==> src/hdl/mmpd_pkg.sv <==
package mmpd_pkg;

  localparam int SAMPLE_W  = 16;
  localparam int INDEX_W   = 16;
  localparam int COUNTER_W = 25;
  localparam int STEP_W    = 24;

  typedef logic signed [SAMPLE_W-1:0] sample_t;
  typedef logic [INDEX_W-1:0]         index_t;
  typedef logic [COUNTER_W-1:0]       counter_t;
  typedef logic [STEP_W-1:0]          step_t;

  localparam index_t INDEX_TOP = '1;

  typedef struct packed {
    sample_t sample;
    logic    last_sample;
  } in_item_t;

  typedef struct packed {
    sample_t column_min;
    sample_t column_max;
    index_t  column_index;
    logic    column_last;
  } out_item_t;

  typedef struct packed {
    sample_t col_max;
    sample_t col_min;
  } col_range_t;

endpackage

==> src/hdl/mmpd_connect.sv <==
module mmpd_connect
  import mmpd_pkg::*;
(
  input  col_range_t prev_col,
  input  col_range_t new_col,
  output col_range_t adj_col
);

  typedef logic signed [19:0] wide_t;

  wide_t span_a, span_b, half_a, half_b, mid_diff, mid_abs;

  always_comb begin
    span_a = wide_t'(prev_col.col_max) - wide_t'(prev_col.col_min);
    span_b = wide_t'(new_col.col_max) - wide_t'(new_col.col_min);
    // halve with truncation toward zero
    half_a = (span_a + wide_t'({19'd0, span_a[19]})) >>> 1;
    half_b = (span_b + wide_t'({19'd0, span_b[19]})) >>> 1;
    mid_diff = (wide_t'(prev_col.col_min) + half_a) - (wide_t'(new_col.col_min) + half_b);
    mid_abs = mid_diff[19] ? -mid_diff : mid_diff;
    adj_col = new_col;
    if (mid_abs > half_a + half_b) begin
      if (!mid_diff[19] && (mid_diff != '0)) begin
        adj_col.col_max = prev_col.col_min;
      end else begin
        adj_col.col_min = prev_col.col_max;
      end
    end
  end

endmodule

==> src/hdl/minmax_peak_decimator_unit.sv <==
// Min/max peak decimator. Accepts one sample item per clock and returns one
// column item (min, max, index, last flag) each time the fractional sample
// counter (FRACTION_BITS fraction bits) reaches samples_per_column or a sample
// marked last arrives. Each sample is held in the input register, where
// the running min/max update, the counter compare and the column-connect adder
// and compare run in a single pass; a closing sample's column item is then
// written to the column register. With the result side ready, items flow
// one per cycle with no gaps; the input stalls only while a closing sample waits
// on a column item that has not been taken yet.
// samples_per_column values below 2.0 act as 2.0; write it only while idle.
module minmax_peak_decimator_unit
  import mmpd_pkg::*;
#(
  parameter int FRACTION_BITS = 8
) (
  input  logic      clk,
  input  logic      rst,
  input  logic      sample_valid,
  output logic      sample_ready,
  input  in_item_t  sample_item,
  output logic      column_valid,
  input  logic      column_ready,
  output out_item_t column_item,
  input  logic      cfg_write,
  input  step_t     cfg_data
);

  localparam counter_t ONE_SAMPLE = counter_t'(1) << FRACTION_BITS;
  localparam step_t    MIN_STEP   = step_t'(2) << FRACTION_BITS;

  step_t      samples_per_column;
  logic       s1_valid;
  in_item_t   s1_item;
  counter_t   fraction_counter;
  sample_t    running_max, running_min;
  col_range_t previous_col;
  logic       column_open, run_started;
  index_t     column_number;

  sample_t    cur_max, cur_min;
  col_range_t prev_eff, new_col, adj_col;
  counter_t   count_inc;
  step_t      step_eff;
  logic       close_col, s1_advance;

  always_comb begin
    step_eff  = (samples_per_column < MIN_STEP) ? MIN_STEP : samples_per_column;
    count_inc = fraction_counter + ONE_SAMPLE;
    if (run_started) begin
      prev_eff = previous_col;
    end else begin
      prev_eff = '{col_max: s1_item.sample, col_min: s1_item.sample};
    end
    if (!column_open) begin
      cur_max = s1_item.sample;
      cur_min = s1_item.sample;
    end else begin
      cur_max = (s1_item.sample > running_max) ? s1_item.sample : running_max;
      cur_min = (s1_item.sample < running_min) ? s1_item.sample : running_min;
    end
    new_col    = '{col_max: cur_max, col_min: cur_min};
    close_col  = s1_item.last_sample || (count_inc >= {1'b0, step_eff});
    // an item that closes no column never waits on the result register
    s1_advance = s1_valid && (!close_col || !column_valid || column_ready);
  end

  assign sample_ready = !s1_valid || s1_advance;

  mmpd_connect u_connect (
    .prev_col (prev_eff),
    .new_col  (new_col),
    .adj_col  (adj_col)
  );

  always_ff @(posedge clk) begin
    if (rst) begin
      samples_per_column <= MIN_STEP;
    end else if (cfg_write) begin
      samples_per_column <= cfg_data;
    end
  end

  always_ff @(posedge clk) begin
    if (rst) begin
      s1_valid <= 1'b0;
    end else if (sample_ready) begin
      s1_valid <= sample_valid;
    end
    if (sample_ready && sample_valid) begin
      s1_item <= sample_item;
    end
  end

  always_ff @(posedge clk) begin
    if (rst) begin
      fraction_counter <= '0;
      running_max      <= '0;
      running_min      <= '0;
      previous_col     <= '0;
      column_open      <= 1'b0;
      run_started      <= 1'b0;
      column_number    <= '0;
    end else if (s1_advance) begin
      running_max <= cur_max;
      running_min <= cur_min;
      if (!close_col) begin
        fraction_counter <= count_inc;
        previous_col     <= prev_eff;
        column_open      <= 1'b1;
        run_started      <= 1'b1;
      end else begin
        previous_col <= adj_col;
        column_open  <= 1'b0;
        if (s1_item.last_sample) begin
          fraction_counter <= '0;
          column_number    <= '0;
          run_started      <= 1'b0;
        end else begin
          fraction_counter <= count_inc - counter_t'(step_eff);
          run_started      <= 1'b1;
          if (column_number != INDEX_TOP) begin
            column_number <= column_number + index_t'(1);
          end
        end
      end
    end
  end

  always_ff @(posedge clk) begin
    if (rst) begin
      column_valid <= 1'b0;
    end else if (s1_advance && close_col) begin
      column_valid <= 1'b1;
    end else if (column_ready) begin
      column_valid <= 1'b0;
    end
    if (s1_advance && close_col) begin
      column_item.column_min   <= adj_col.col_min;
      column_item.column_max   <= adj_col.col_max;
      column_item.column_index <= column_number;
      column_item.column_last  <= s1_item.last_sample;
    end
  end

endmodule

==> config.mk <==
export PLATFORM = sky130hd
export DESIGN_NAME = minmax_peak_decimator_unit
export DESIGN_NICKNAME = d
export VERILOG_FILES = /design/src/hdl/mmpd_pkg.sv /design/src/hdl/mmpd_connect.sv /design/src/hdl/minmax_peak_decimator_unit.sv
export SDC_FILE = /design/constraint.sdc
export NUM_CORES = 1
export LEC_CHECK = 0
export ABC_AREA = 0
export BUFFER_PORTS_ARGS = -buffer_cell sky130_fd_sc_hd__buf_2
export CAP_MARGIN = 40
export CORE_MARGIN = 10
export CORE_UTILIZATION = 35
export CTS_BUF_LIST = sky130_fd_sc_hd__clkbuf_8
export CTS_CLUSTER_SIZE = 40
export DETAILED_ROUTE_END_ITERATION = 8
export HOLD_SLACK_MARGIN = 0.02
export PLACE_DENSITY_LB_ADDON = 0.2
export SLEW_MARGIN = 20
export SYNTH_ARGS = -nofsm -noshare
export SYNTH_HDL_FRONTEND = slang
export SYNTH_HIERARCHICAL = 1
export SYNTH_SLANG_ARGS = --single-unit
==> constraint.sdc <==
create_clock -name clk -period 17.1 [get_ports clk]
set_input_delay 4.275 -clock clk [delete_from_list [all_inputs] [get_ports clk]]
set_output_delay 4.275 -clock clk [all_outputs]
set_load 0.01 [all_outputs]
==> results.json <==
{
  "status": "completed",
  "relSlewSlack_pct": 49.2,
  "die-width_um": 243,
  "layout.cell_area.non_filler_um2": 19100,
  "die_h_um": 243,
  "synth_enable_flop_cells": 66,
  "pre_cts_ws_ns": 2.90,
  "coreArea_um2": 49100,
  "gpl.final_weighted_congestion": 0.911,
  "synth_seq_cells": 199,
  "detailedPlacementHpwl_um": 42400,
  "worst-slew-pin-transition_ns": 0.758,
  "worstPathRequired_ns": 17.52,
  "final_hold_violations": 0,
  "crit_path_class": "flop to flop",
  "power-per-cell-area_nw_per_um2": 209,
  "cp.arrival_ns": 14.70,
  "cts.clk_slew.worst_paths_ns": 0.11,
  "setup_tns_ns": 0,
  "initialDrtViolationCount": 1168,
  "start_util_pct": 35.5,
  "postCtsSetupBuffers": 0,
  "slowest_stage": "sky130_fd_sc_hd__and3_1",
  "synth.cells.most_frequent": "sky130_fd_sc_hd__inv_1 (200), sky130_fd_sc_hd__nand2_1 (198), sky130_fd_sc_hd__ha_1 (148), sky130_fd_sc_hd__dfxtp_1 (133), sky130_fd_sc_hd__a21oi_1 (116)",
  "grt_first_pass_wirelength_um": 84600,
  "layout_worst_path_cycle_share_pct": 83.5,
  "crit_path_frequent_cell": "sky130_fd_sc_hd__ha_1",
  "yosys_warnings": 6,
  "synthTopCellsByArea": "sky130_fd_sc_hd__dfxtp_1 (15%), sky130_fd_sc_hd__edfxtp_1 (11%), sky130_fd_sc_hd__ha_1 (11%)",
  "hold-worst-slack_ns": 0.464,
  "achievable-frequency_mhz": 70.0,
  "antenna-diode-count": 0,
  "area_growth_pct": 9.56,
  "drive_above_1_share_pct": 10.7,
  "num_io_pins": 97,
  "die-area_um2": 59100,
  "critPathCaptureType": "flop",
  "synth_largest_area_cell": "sky130_fd_sc_hd__dfxtp_1",
  "clock_sinks": 199,
  "detail-route-antenna-nets": 0,
  "place.port_buffers": 96,
  "leakage_nw": 8.24,
  "max-clock-path-buffers": 2,
  "async_flop_share_pct": 0,
  "globalRouteTotalUtil_pct": 17.7,
  "clk_latency_ns": 0.53,
  "synth-seq-area-share_pct": 26.6,
  "drcViolationCount": 0,
  "synth.most_common_cell": "sky130_fd_sc_hd__inv_1",
  "postRouteWirelength_um": 53800,
  "postSynth.topFlopCell": "sky130_fd_sc_hd__dfxtp_1",
  "avgSynthCellArea_um2": 8.37,
  "worst_clock_skew_ns": 0.0189,
  "timing.critical_path.slowest_cell_delay_ns": 0.68,
  "post_cts_resize_count": 0,
  "detailedRoute.firstPassIterationCount": 5,
  "htree_num_levels": 4,
  "worst_vdd_rail_ir_drop_uv": 199,
  "final.min_clock_period_ns": 14.28,
  "postSynthNetCount": 2314,
  "cp_max_fo": 33,
  "grt_start_max_net_pins": 71,
  "post_synth_inst_count": 2082,
  "detail_route.wl_per_cell_um": 19.1,
  "tritoncts_clock_tree": "done",
  "placed_area_um2": 18600,
  "min_path_type": "flop to flop",
  "nets": 2375,
  "post_drt_via_cell_ratio": 5.53,
  "netlist.area_leader.share_pct": 15.3,
  "first_global_vias": 15200,
  "total_congestion_overflow": 0,
  "timing.critical_path.from_type": "flop",
  "cap_viol_max_count": 0,
  "min_delay_src": "previous_col[21]",
  "timing_max_transition_violations_final": 0,
  "synth.lib_cells_used.distinct": 97,
  "power.total_mw": 4.00,
  "tritoncts.num_buffers": 17,
  "clk_root_buffer_cell": "sky130_fd_sc_hd__clkbuf_8",
  "setup_viol": 0,
  "floorplan.rows": 81,
  "detailroute.via_count": 15600,
  "synthesis.area_um2": 17400,
  "cts_hold_repair.buffers": 0,
  "startpoint": "s1_item[8]",
  "final_worst_slack_ns": 2.82,
  "regToRegStartpoint": "s1_item[8]",
  "rsz0062_at_grt": "no",
  "number_of_antenna_violations_at_the_first_check_in_global_routing": 0
}
[through the flow]
stage / instances / utilization, %
2_1_floorplan: 2082 / -
3_3_place_gp: 2781 / 37.9
3_5_place_dp: 2785 / 38.0
4_1_cts: 2817 / 38.9
5_1_grt: 2820 / 38.9
6_report: 2820 / 38.9
[final timing paths]
check,end,slack [ns],cells past startpoint
worst min-delay path,previous_col[21],0.46,1
worst min register to register,previous_col[21],0.46,1
worst max-delay path,previous_col[14],2.82,49
worst max register to register,previous_col[14],2.82,49
[final cells by class]
cell class / instances / area [um^2]
Inverter: 200 / 751
Clock inverter: 15 / 188
Timing Repair Buffer: 122 / 716
Clock buffer: 17 / 234
Tap cell: 664 / 831
Sequential cell: 199 / 4640
Multi-Input combinational cell: 1603 / 11700
Fill cell: 5155 / 30000
[power by group]
part	switching, mW	total (mW)	leakage [nW]	internal (mW)
Sequential	0.0329	0.607	1.71	0.575
Clock	0.198	0.336	0.220	0.137
Combinational	1.79	3.06	6.31	1.26
[worst max-delay path: cells and delay by family, from the launching register on]
kind            cells  cell delay [ns]
fa+ha+maj           8             2.94
mux                 2             0.61
xor+xnor            3             0.56
compound gates     20             5.09
flops               1             0.54
simple gates       11             3.85
buf+inv             5             0.56
[sequential cells by signal, indices dropped and copies added, names as in the netlist]
register            count
run_started             1
column_open             1
s1_item                17
samples_per_column     24
column_item            49
fraction_counter       25
previous_col           32
running_max            16
column_number          16
column_valid            1
running_min            16
s1_valid                1
[metal layers]
| layer | track usage, % | vias up | share of wire (%) |
|---|---|---|---|
| met5 | 0 | - | 0 |
| met1 | 24.4 | 7532 | 49 |
| li1 | - | 7648 | - |
| met3 | 2.02 | 55 | 4.1 |
| met4 | 5.44 | 0 | 2.2 |
| met2 | 28.4 | 355 | 45 |
[layout by cell type, fill, tap and decap left out, types with 38 or more instances in the layout]
cell type / n
sky130_fd_sc_hd__a21o_1: 64
sky130_fd_sc_hd__a21oi_1: 116
sky130_fd_sc_hd__and3_1: 43
sky130_fd_sc_hd__buf_2: 99
sky130_fd_sc_hd__dfxtp_1: 133
sky130_fd_sc_hd__edfxtp_1: 66
sky130_fd_sc_hd__fa_1: 38
sky130_fd_sc_hd__ha_1: 148
sky130_fd_sc_hd__inv_1: 200
sky130_fd_sc_hd__nand2_1: 198
sky130_fd_sc_hd__nand3_1: 63
sky130_fd_sc_hd__nand4_1: 40
sky130_fd_sc_hd__nor2_1: 108
sky130_fd_sc_hd__nor3_1: 40
sky130_fd_sc_hd__o21ai_0: 111
sky130_fd_sc_hd__xnor2_1: 85
sky130_fd_sc_hd__xor2_1: 43
[cells by family (layout without fill, tap and decap cells)]
logic type / after synthesis / count (layout) / synth area share, %
AND/OR/NAND/NOR: 662 / 662 / 19.4
AO/OA/AOI/OAI: 562 / 562 / 22.1
buffers and inverters: 280 / 354 / 6.23
flip-flops: 199 / 199 / 26.6
adder cells (fa/ha/maj): 186 / 186 / 15.0
XOR/XNOR: 129 / 129 / 6.48
multiplexers: 63 / 63 / 4.06
other: 1 / 1 / 0.0215
(Power assumes the default switching activity.)
